[config.mk]
export PLATFORM = sky130hd
export DESIGN_NAME = sliding_window_average_unit
export DESIGN_NICKNAME = d
export VERILOG_FILES = /design/src/rtl/swa_pkg.sv /design/src/rtl/sliding_window_average_unit.sv
export SDC_FILE = /design/constraint.sdc
export NUM_CORES = 1
export LEC_CHECK = 0
export BUFFER_PORTS_ARGS = -buffer_cell sky130_fd_sc_hd__buf_2
export CAP_MARGIN = 30
export CORE_AREA = 2 2 243 245
export CTS_CLUSTER_DIAMETER = 40
export DETAILED_ROUTE_END_ITERATION = 10
export DIE_AREA = 0 0 245 247
export HOLD_SLACK_MARGIN = 0.08
export PLACE_DENSITY = 0.78
export SYNTH_ARGS = -nofsm -noshare
export SYNTH_HDL_FRONTEND = slang
export SYNTH_SLANG_ARGS = --single-unit
[constraint.sdc]
create_clock -name clk -period 15.9 [get_ports clk]
set_input_delay 3.18 -clock clk [delete_from_list [all_inputs] [get_ports clk]]
set_output_delay 3.18 -clock clk [all_outputs]
set_load 0.01 [all_outputs]
[src/rtl/swa_pkg.sv]
// ----------------------------------------------------------------------------
// swa_pkg
// Shared widths and defaults for the sliding window average unit.
// ----------------------------------------------------------------------------
`default_nettype none

package swa_pkg;

  localparam int DEFAULT_WINDOW = 8;
  localparam int SAMPLE_W       = 32;
  localparam int STAMP_W        = 63;

endpackage

`default_nettype wire

[src/rtl/sliding_window_average_unit.sv]
// An accepted sample moves S_IDLE to S_LOAD, then S_DIV and S_DONE; the result is registered on finish.
// A new sample is taken only in S_IDLE, after the previous one finishes, as the bit-serial
//   divider retires one dividend bit per cycle (DVD_W = 33 + clog2(WINDOW+1)).
// A finished result waits in the output register while the next one is taken.
// Reset (rst, synchronous): count, ring pointer and running mean cleared; history not cleared.
// ----------------------------------------------------------------------------
// sliding_window_average_unit
// Running average of a Q16.16 stream with warm-up, history kept in a ring RAM.
// ----------------------------------------------------------------------------
`default_nettype none

module sliding_window_average_unit #(
  parameter int WINDOW = swa_pkg::DEFAULT_WINDOW
) (
  input  wire logic                              clk,
  input  wire logic                              rst,
  input  wire logic                              in_valid,
  output logic                                   in_ready,
  input  wire logic signed [swa_pkg::SAMPLE_W-1:0] sample,
  input  wire logic        [swa_pkg::STAMP_W-1:0]  stamp,
  output logic                                   out_valid,
  input  wire logic                              out_ready,
  output logic signed [swa_pkg::SAMPLE_W-1:0]    mean,
  output logic        [swa_pkg::STAMP_W-1:0]     stamp_out
);

  localparam int SW     = swa_pkg::SAMPLE_W;
  localparam int CNT_W  = $clog2(WINDOW + 1);
  localparam int SLOT_W = (WINDOW > 1) ? $clog2(WINDOW) : 1;
  localparam int DVD_W  = SW + CNT_W + 1;
  localparam int ITER_W = $clog2(DVD_W);

  localparam logic [CNT_W-1:0]  WIN_CNT   = CNT_W'(WINDOW);
  localparam logic [SLOT_W-1:0] SLOT_LAST = SLOT_W'(WINDOW - 1);
  localparam logic [ITER_W-1:0] ITER_LAST = ITER_W'(DVD_W - 1);

  localparam logic [1:0] S_IDLE = 2'd0;
  localparam logic [1:0] S_LOAD = 2'd1;
  localparam logic [1:0] S_DIV  = 2'd2;
  localparam logic [1:0] S_DONE = 2'd3;

  logic [1:0]              state;
  logic [SLOT_W-1:0]       write_slot;
  logic [CNT_W-1:0]        seen_count;
  logic signed [SW-1:0]    running_mean;

  logic signed [SW-1:0]    history [WINDOW];
  logic signed [SW-1:0]    oldest;

  logic signed [SW-1:0]    sample_q;
  logic [swa_pkg::STAMP_W-1:0] stamp_q;
  logic signed [DVD_W-1:0] prod;
  logic                    warm;

  logic [DVD_W-1:0]        quo;
  logic [CNT_W-1:0]        rem;
  logic [CNT_W-1:0]        divisor;
  logic                    neg;
  logic [ITER_W-1:0]       iter;

  logic signed [DVD_W-1:0] dividend;
  logic [DVD_W-1:0]        dvd_mag;
  logic [CNT_W:0]          shifted;
  logic                    take;
  logic signed [SW:0]      q_signed;
  logic signed [SW+1:0]    sum;
  logic signed [SW-1:0]    mean_next;
  logic                    accept;
  logic                    finish;

  assign in_ready = (state == S_IDLE);
  assign accept   = in_valid && in_ready;
  assign finish   = (state == S_DONE) && (!out_valid || out_ready);

  // dividend formed once the ring read returns
  always_comb begin
    if (warm) begin
      dividend = prod + DVD_W'(sample_q);
    end else begin
      dividend = DVD_W'(sample_q) - DVD_W'(oldest);
    end
    dvd_mag = dividend[DVD_W-1] ? DVD_W'(-dividend) : dividend;
  end

  always_comb begin
    shifted = {rem, quo[DVD_W-1]};
    take    = (shifted >= {1'b0, divisor});
  end

  always_comb begin
    q_signed = neg ? -$signed({1'b0, quo[SW-1:0]}) : $signed({1'b0, quo[SW-1:0]});
    if (warm) begin
      sum = (SW+2)'(q_signed);
    end else begin
      sum = (SW+2)'(running_mean) + (SW+2)'(q_signed);
    end
    if (sum > (SW+2)'(signed'({2'b00, {(SW-1){1'b1}}}))) begin
      mean_next = {1'b0, {(SW-1){1'b1}}};
    end else if (sum < (SW+2)'(signed'({2'b11, {(SW-1){1'b0}}}))) begin
      mean_next = {1'b1, {(SW-1){1'b0}}};
    end else begin
      mean_next = sum[SW-1:0];
    end
  end

  always_ff @(posedge clk) begin
    if (accept) begin
      oldest <= history[write_slot];
    end
    if (finish) begin
      history[write_slot] <= sample_q;
    end
  end

  always_ff @(posedge clk) begin
    if (accept) begin
      sample_q <= sample;
      stamp_q  <= stamp;
      warm     <= (seen_count < WIN_CNT);
      prod     <= DVD_W'(running_mean) * DVD_W'($signed({1'b0, seen_count}));
    end
    if (state == S_LOAD) begin
      quo     <= dvd_mag;
      neg     <= dividend[DVD_W-1];
      rem     <= '0;
      divisor <= warm ? seen_count + CNT_W'(1) : WIN_CNT;
    end else if (state == S_DIV) begin
      rem <= take ? CNT_W'(shifted - {1'b0, divisor}) : shifted[CNT_W-1:0];
      quo <= {quo[DVD_W-2:0], take};
    end
    if (finish) begin
      mean      <= mean_next;
      stamp_out <= stamp_q;
    end
  end

  always_ff @(posedge clk) begin
    if (rst) begin
      state        <= S_IDLE;
      iter         <= '0;
      write_slot   <= '0;
      seen_count   <= '0;
      running_mean <= '0;
      out_valid    <= 1'b0;
    end else begin
      unique case (state)
        S_IDLE: begin
          if (accept) begin
            state <= S_LOAD;
          end
        end
        S_LOAD: begin
          iter  <= '0;
          state <= S_DIV;
        end
        S_DIV: begin
          iter <= iter + ITER_W'(1);
          if (iter == ITER_LAST) begin
            state <= S_DONE;
          end
        end
        S_DONE: begin
          if (finish) begin
            running_mean <= mean_next;
            write_slot   <= (write_slot == SLOT_LAST) ? '0 : write_slot + SLOT_W'(1);
            if (warm) begin
              seen_count <= seen_count + CNT_W'(1);
            end
            state <= S_IDLE;
          end
        end
        default: state <= S_IDLE;
      endcase
      if (finish) begin
        out_valid <= 1'b1;
      end else if (out_valid && out_ready) begin
        out_valid <= 1'b0;
      end
    end
  end

`ifndef SYNTHESIS
  a_count_bound: assert property (@(posedge clk) disable iff (rst)
    seen_count <= WIN_CNT)
    else $error("seen count beyond window");

  a_result_from_done: assert property (@(posedge clk) disable iff (rst)
    $rose(out_valid) |-> $past(state) == S_DONE)
    else $error("result raised outside completion");

  a_divisor_nonzero: assert property (@(posedge clk) disable iff (rst)
    state == S_DIV |-> divisor != '0)
    else $error("zero divisor in divide loop");

  a_accept_loads: assert property (@(posedge clk) disable iff (rst)
    accept |=> state == S_LOAD)
    else $error("accepted transaction did not start");
`endif

endmodule

`default_nettype wire

==> reports/results.ini, run 1 <==
[final_layout]
area_growth_pct=12.9
multi_input_area_sq_um=15400
regArea_sq_um=17800
drive_above_1_share_pct=13.3
finalCoreUtilization_pct=67.0
n_antenna_cell=0
nFillCells=4172
postLayoutCellArea_sq_um=39000
nets=3572

[drt]
dr.pass1.iters=7
drt_iter0_drc=2411
avgRoutedWirePerCell_um=21.7
via_count=25400
wl_mm=88.2
routed_via_density=6.26
drc_errors=0
ant_nets=0

[outcome]
status=finished, final reports clean

[synthesis]
synth_cells=3046
synth.area.top_cells=edfxtp_1 49%, ha_1 6.8%, fa_1 4.0%, dfxtp_1 3.0%, xnor2_1 2.9%
async_flop_share_pct=0
ys_warn_count=0
synth.most_common_cell=edfxtp_1
synthTopCellsByCount=558 x edfxtp_1, 220 x inv_1, 190 x nand2_1, 188 x ha_1, 180 x a21oi_1
syn_area_per_cell_sq_um=11.3
syn_area_sq_um=34500
synth_top_area_share_pct=48.5
ys_ff_latch=610
synth-seq-area-share_pct=51.5
mappedNetlistNets=3402
synth-edff-count=558
synth_flop_cell=edfxtp_1
synth_top_area_cell=edfxtp_1
synth.distinct_cells=102

[grt]
grt_pass1_wl_mm=136
gr-usage-met2_pct=47.9
overflow=0
top_usage_layer=met2
met1_usage_pct=39.9
antenna_found_initial=0
gr-usage-all-layers_pct=28.7
grt_pass1_vias=24800
use_met3_pct=3.93
grt_max_degree=77

[floorplanning]
core_sq_um=58200
fp.dieW_um=245
io_pins=196
start_util_pct=59.3
die_area_sq_um=60500
row_count=89
fp.dieH_um=247

[setup_path]
rrSetupSlack_ps=9990
setup.worst_path.start=seen_count[2]
crit_required_ps=16250
cp-end-kind=flop
crit_fanout=35
start_kind=flop
crit_type=reg2reg
crit_path_end=prod[35]
reg2reg_depth=17
cp_data_arrival_time_ps=6260
r2r_start=seen_count[2]
r2r_end=prod[35]

[power_and_ir_drop]
swShare_pct=37.4
irDropWorstVdd_uv=180
p_sw_mw=2.41
seq_power_share_pct=35.6
power.density_nw_per_um2=165
comb_power_share_pct=35.9
clkPwrFrac_pct=28.4
p_leak_nw=15.3
power.internal_mw=4.03

[flow_run]
cap_violations=0

[sta]
timing_hold_violations_final=0
slew_violations=0
fin_ws_ps=9990
relSlewSlack_pct=29.4
fin_worst_skew_ps=41.1
fmax_mhz=169
finalSetupViolCount=0
fin_crit_sh_pct=37.2
worstMarginPinSlew_ps=1060
rsz0062_at_grt=no
tns_ps=0
finalCriticalPeriod_ps=5910

[cts]
numCtsBuffers=81
clk_pin_slew_worst_paths_ps=60
clock-sinks=610
post_cts_resize_count=0
cts_tree=built
cts_root_buf=clkbuf_16
hold_buffers=0
htreeDepth=3
clk_path_buf_depth=3
cts_setup_buffers=0
insertion_delay_ps=640

[place]
dp_slack_ps=9940
dp_hpwl_mm=60.3
placed_area_sq_um=36200
port_buffers=195
gp_congestion=0.962

[worst_hold_path]
hp-class=reg2reg

## cells by family (layout without fill, tap and decap cells)
logic type	after synthesis	in the layout	share of synthesized area, %
flip-flops	610	610	51.5
buffers and inverters	359	596	3.98
adder cells (fa/ha/maj)	257	257	10.8
AO/OA/AOI/OAI	802	802	16.1
multiplexers	46	46	1.42
AND/OR/NAND/NOR	815	815	12.2
XOR/XNOR	157	157	3.98
## sequential cells by signal (all words and copies together) (netlist names), 4 cells and up
signal        cells
divisor           4
history         256
iter              6
mean             32
oldest           32
prod             37
quo              37
rem               4
running_mean     32
sample_q         32
seen_count        4
stamp_out        63
stamp_q          63
## power by group through the flow
stage	Combinational, mW	Sequential [mW]	Clock, mW
5_1_grt	2.54	2.32	1.92
3_3_place_gp	2.21	2.30	0
2_1_floorplan	1.70	2.25	0
3_5_place_dp	2.25	2.32	0
4_1_cts	2.28	2.29	1.85
6_report	2.32	2.30	1.83
## cell type report
type | count | share of cell area (%)
flip-flops and latches | 610 | 45.6
multi-input cells | 2077 | 39.5
clock buffers | 90 | 5.39
repair buffers | 224 | 3.09
well taps | 773 | 2.48
inverters | 222 | 2.14
clock inverters | 60 | 1.76
## layer usage
layer  up-vias  routed length [um]
met3       130                6070
met1     12500               38000
met4         0                1580
met5         -                   0
met2      1035               42600
li1      11700                   -
## how the worst min path moves through the flow
stage	from	end	slack [ps]	cells past startpoint
3_5_place_dp	stamp_q[27]	stamp_out[27]	400	0
3_3_place_gp	stamp_q[46]	stamp_out[46]	400	0
4_1_cts	stamp_q[54]	stamp_out[54]	420	0
2_1_floorplan	stamp_q[0]	stamp_out[0]	400	0
5_1_grt	stamp_q[47]	stamp_out[47]	420	0
6_report	stamp_q[54]	stamp_out[54]	420	0
## critical path: stages (launching register included)
cell and delay, ps:
dfxtp_1 1010, and2_1 240, ha_1 130, inv_1 60, fa_1 540, inv_1 70, fa_1 480, ha_1 370
o21a_1 210, o21ai_0 180, nand2b_1 130, a41oi_1 420, o21ai_0 350, a21bo_2 300, o41a_1 350, a41o_1 270
o41ai_1 380, xnor2_1 110
## placed cells by master (no fill, tap or decap), types with 62 or more instances in the layout
cell type,instances
buf_2,195
a22oi_1,131
nor2_1,167
edfxtp_1,558
ha_1,187
fa_1,69
nand4_1,63
o21ai_0,121
nand2_1,190
a21oi_1,180
nand3_1,62
xnor2_1,116
clkbuf_16,82
inv_1,218
a21o_1,71
and2_1,112
## through the flow
| step | total power [mW] | hold WS, ps | instances |
|---|---|---|---|
| after detailed placement | 4.57 | 405 | 3905 |
| after CTS | 6.42 | 416 | 4055 |
| after global routing | 6.77 | 419 | 4056 |
| final | 6.44 | 417 | 4056 |
| after global placement | 4.51 | 400 | 3905 |
| after floorplan | 3.95 | 400 | 3046 |
Note: power is estimated with default switching activity, not from simulation.
==> run 2, diff against run 1 <==
ABC_AREA = 1   (was unset)
CORE_AREA = 2 2 258 260   (was 2 2 243 245)
DIE_AREA = 0 0 260 262   (was 0 0 245 247)
PLACE_DENSITY = 0.77   (was 0.78)
clock period = 5 ns   (was 15.9 ns; I/O delays follow)
==> reports/results.ini, run 2 <==
[outcome]
status=finished, final reports clean

[synthesis]
syn_area_per_cell_sq_um=8.82
synth_top_area_cell=edfxtp_1
synthTopCellsByCount=1119 x nand2_1, 692 x inv_1, 558 x edfxtp_1, 299 x nor2_1, 241 x nand3_1
synth_flop_cell=edfxtp_1
synth_top_area_share_pct=46.1
async_flop_share_pct=0
ys_warn_count=0
synth.distinct_cells=55
synth-edff-count=558
synth.area.top_cells=edfxtp_1 46%, nand2_1 12%, inv_1 7.2%, ha_1 6.5%, fa_1 3.8%
synth.most_common_cell=nand2_1
syn_area_sq_um=36300
synth_cells=4116
ys_ff_latch=610
mappedNetlistNets=4472
synth-seq-area-share_pct=49.0

[cts]
clock-sinks=610
htreeDepth=3
clk_path_buf_depth=3
insertion_delay_ps=640
clk_pin_slew_worst_paths_ps=60
hold_buffers=0
cts_tree=built
cts_root_buf=clkbuf_16
numCtsBuffers=82

[final_layout]
multi_input_area_sq_um=15600
final_common_cell=nand2_1
drive_above_1_share_pct=10.9
final_cell_mix=1119 x nand2_1, 691 x inv_1, 558 x edfxtp_1
nFillCells=5403
n_antenna_cell=0
largest-register=history
nets=4710
reg.largest.list=history x256, stamp_out x63, stamp_q x63
fin_cells=5283
regArea_sq_um=17800
area_growth_pct=13.7
finalCoreUtilization_pct=63.3
postLayoutCellArea_sq_um=41300
largest_register_ffs=256

[grt]
grt_pass1_vias=27500
antenna_found_initial=0
gr-usage-all-layers_pct=30.3
overflow=0
grt_max_degree=86
grt_pass1_wl_mm=157

[setup_path]
rrSetupSlack_ps=420
crit_required_ps=5370
start_kind=flop
cp-end-kind=flop
crit_type=reg2reg
cp_data_arrival_time_ps=4940
crit_fanout=31

[drt]
drt_iter0_drc=3003
via_count=29400
routed_via_density=5.57
dr.pass1.iters=6
avgRoutedWirePerCell_um=19.7
wl_mm=104
drc_errors=0
ant_nets=0

[power_and_ir_drop]
power.density_nw_per_um2=548
swShare_pct=42.1
irDropWorstVdd_uv=310
clkPwrFrac_pct=25.7
total_power_mw=22.6
p_leak_nw=19.2
p_sw_mw=9.52
seq_power_share_pct=33.7
power.internal_mw=13.1
comb_power_share_pct=40.6

[sta]
fin_worst_skew_ps=25.3
slew_violations=0
finalSetupViolCount=0
finalCriticalPeriod_ps=4580
tns_ps=0
relSlewSlack_pct=42.1
rsz0062_at_grt=no
worstMarginPinSlew_ps=868
timing_hold_violations_final=0
fmax_mhz=218
holdWs_ps=407
fin_crit_sh_pct=91.6
fin_ws_ps=422

[place]
port_buffers=195
placedCellCount=5128
placed_area_sq_um=38400
gp_congestion=1.01
dp_hpwl_mm=77.4
dp_slack_ps=325

[worst_hold_path]
hp-class=reg2reg

[floorplanning]
start_util_pct=55.6
fp.dieH_um=262
row_count=94
io_pins=196
die_area_sq_um=68100
fp.dieW_um=260
core_sq_um=65300

[flow_run]
cap_violations=0

-- run 2: path summary, 6_finish.rpt --
| kind | cells past startpoint | startpoint | endpoint |
|---|---|---|---|
| setup / recovery | 24 | quo[0] | mean[5] |
| hold / removal | 0 | stamp_q[20] | stamp_out[20] |
| setup reg to reg | 24 | quo[0] | mean[5] |
| hold reg to reg | 0 | stamp_q[20] | stamp_out[20] |
-- run 2: critical path: stages, from the launching register on --
cell and delay, ps:
edfxtp_1 430, inv_1 120, ha_1 170, inv_1 80, nor3_4 150, nand2_1 130, nor3_4 170, nand3_2 140
nor2_4 140, nand3_2 100, nand2_1 150, o21ai_0 120, xor2_1 180, buf_4 160, ha_1 350, a21oi_1 190
o21ai_0 160, a21oi_2 200, o21ai_1 80, a21oi_1 200, a21oi_1 110, o21ai_2 210, nand2b_4 260, buf_12 220
nand2_1 80
-- run 2: routing by layer --
metal | track usage (%) | share of wire [%] | wire length [um]
met2 | 47.8 | 45 | 47300
met3 | 4.40 | 7.9 | 8260
met5 | 0 | 0 | 0
met4 | 10.6 | 3.3 | 3450
met1 | 43.1 | 43 | 45000
-- run 2: kinds of logic after synthesis --
family / count (synthesis) / share of synthesized area, %
xor gates and xnor gates: 102 / 2.46
AOI/OAI and AO/OA: 472 / 7.66
DFF: 610 / 49.0
adders and majority gates: 257 / 10.3
buffers and inverters: 795 / 8.48
and+or+nand+nor: 1880 / 22.1
-- run 2: cell type report --
| cell class | count | area share, % |
|---|---|---|
| inverters | 699 | 6.39 |
| well taps | 864 | 2.62 |
| multi-input cells | 2711 | 37.7 |
| clock inverters | 56 | 1.52 |
| flip-flops and latches | 610 | 43.1 |
| repair buffers | 250 | 3.48 |
| clock buffers | 93 | 5.20 |
-- run 2: timing repair --
item,in CTS,in global routing
setup buffers,0,6
gates resized for setup,0,8
endpoints found under the setup margin,0,62
hold endpoints to repair,0,0
-- run 2: power by group through the flow --
stage          combinational [mW]  sequential [mW]  clock (mW)
6_report                     9.19             7.62        5.81
5_1_grt                      10.2             7.68        6.09
4_1_cts                      8.94             7.59        5.87
3_5_place_dp                 8.88             7.68           0
3_3_place_gp                 8.78             7.66           0
2_1_floorplan                6.34             7.41           0
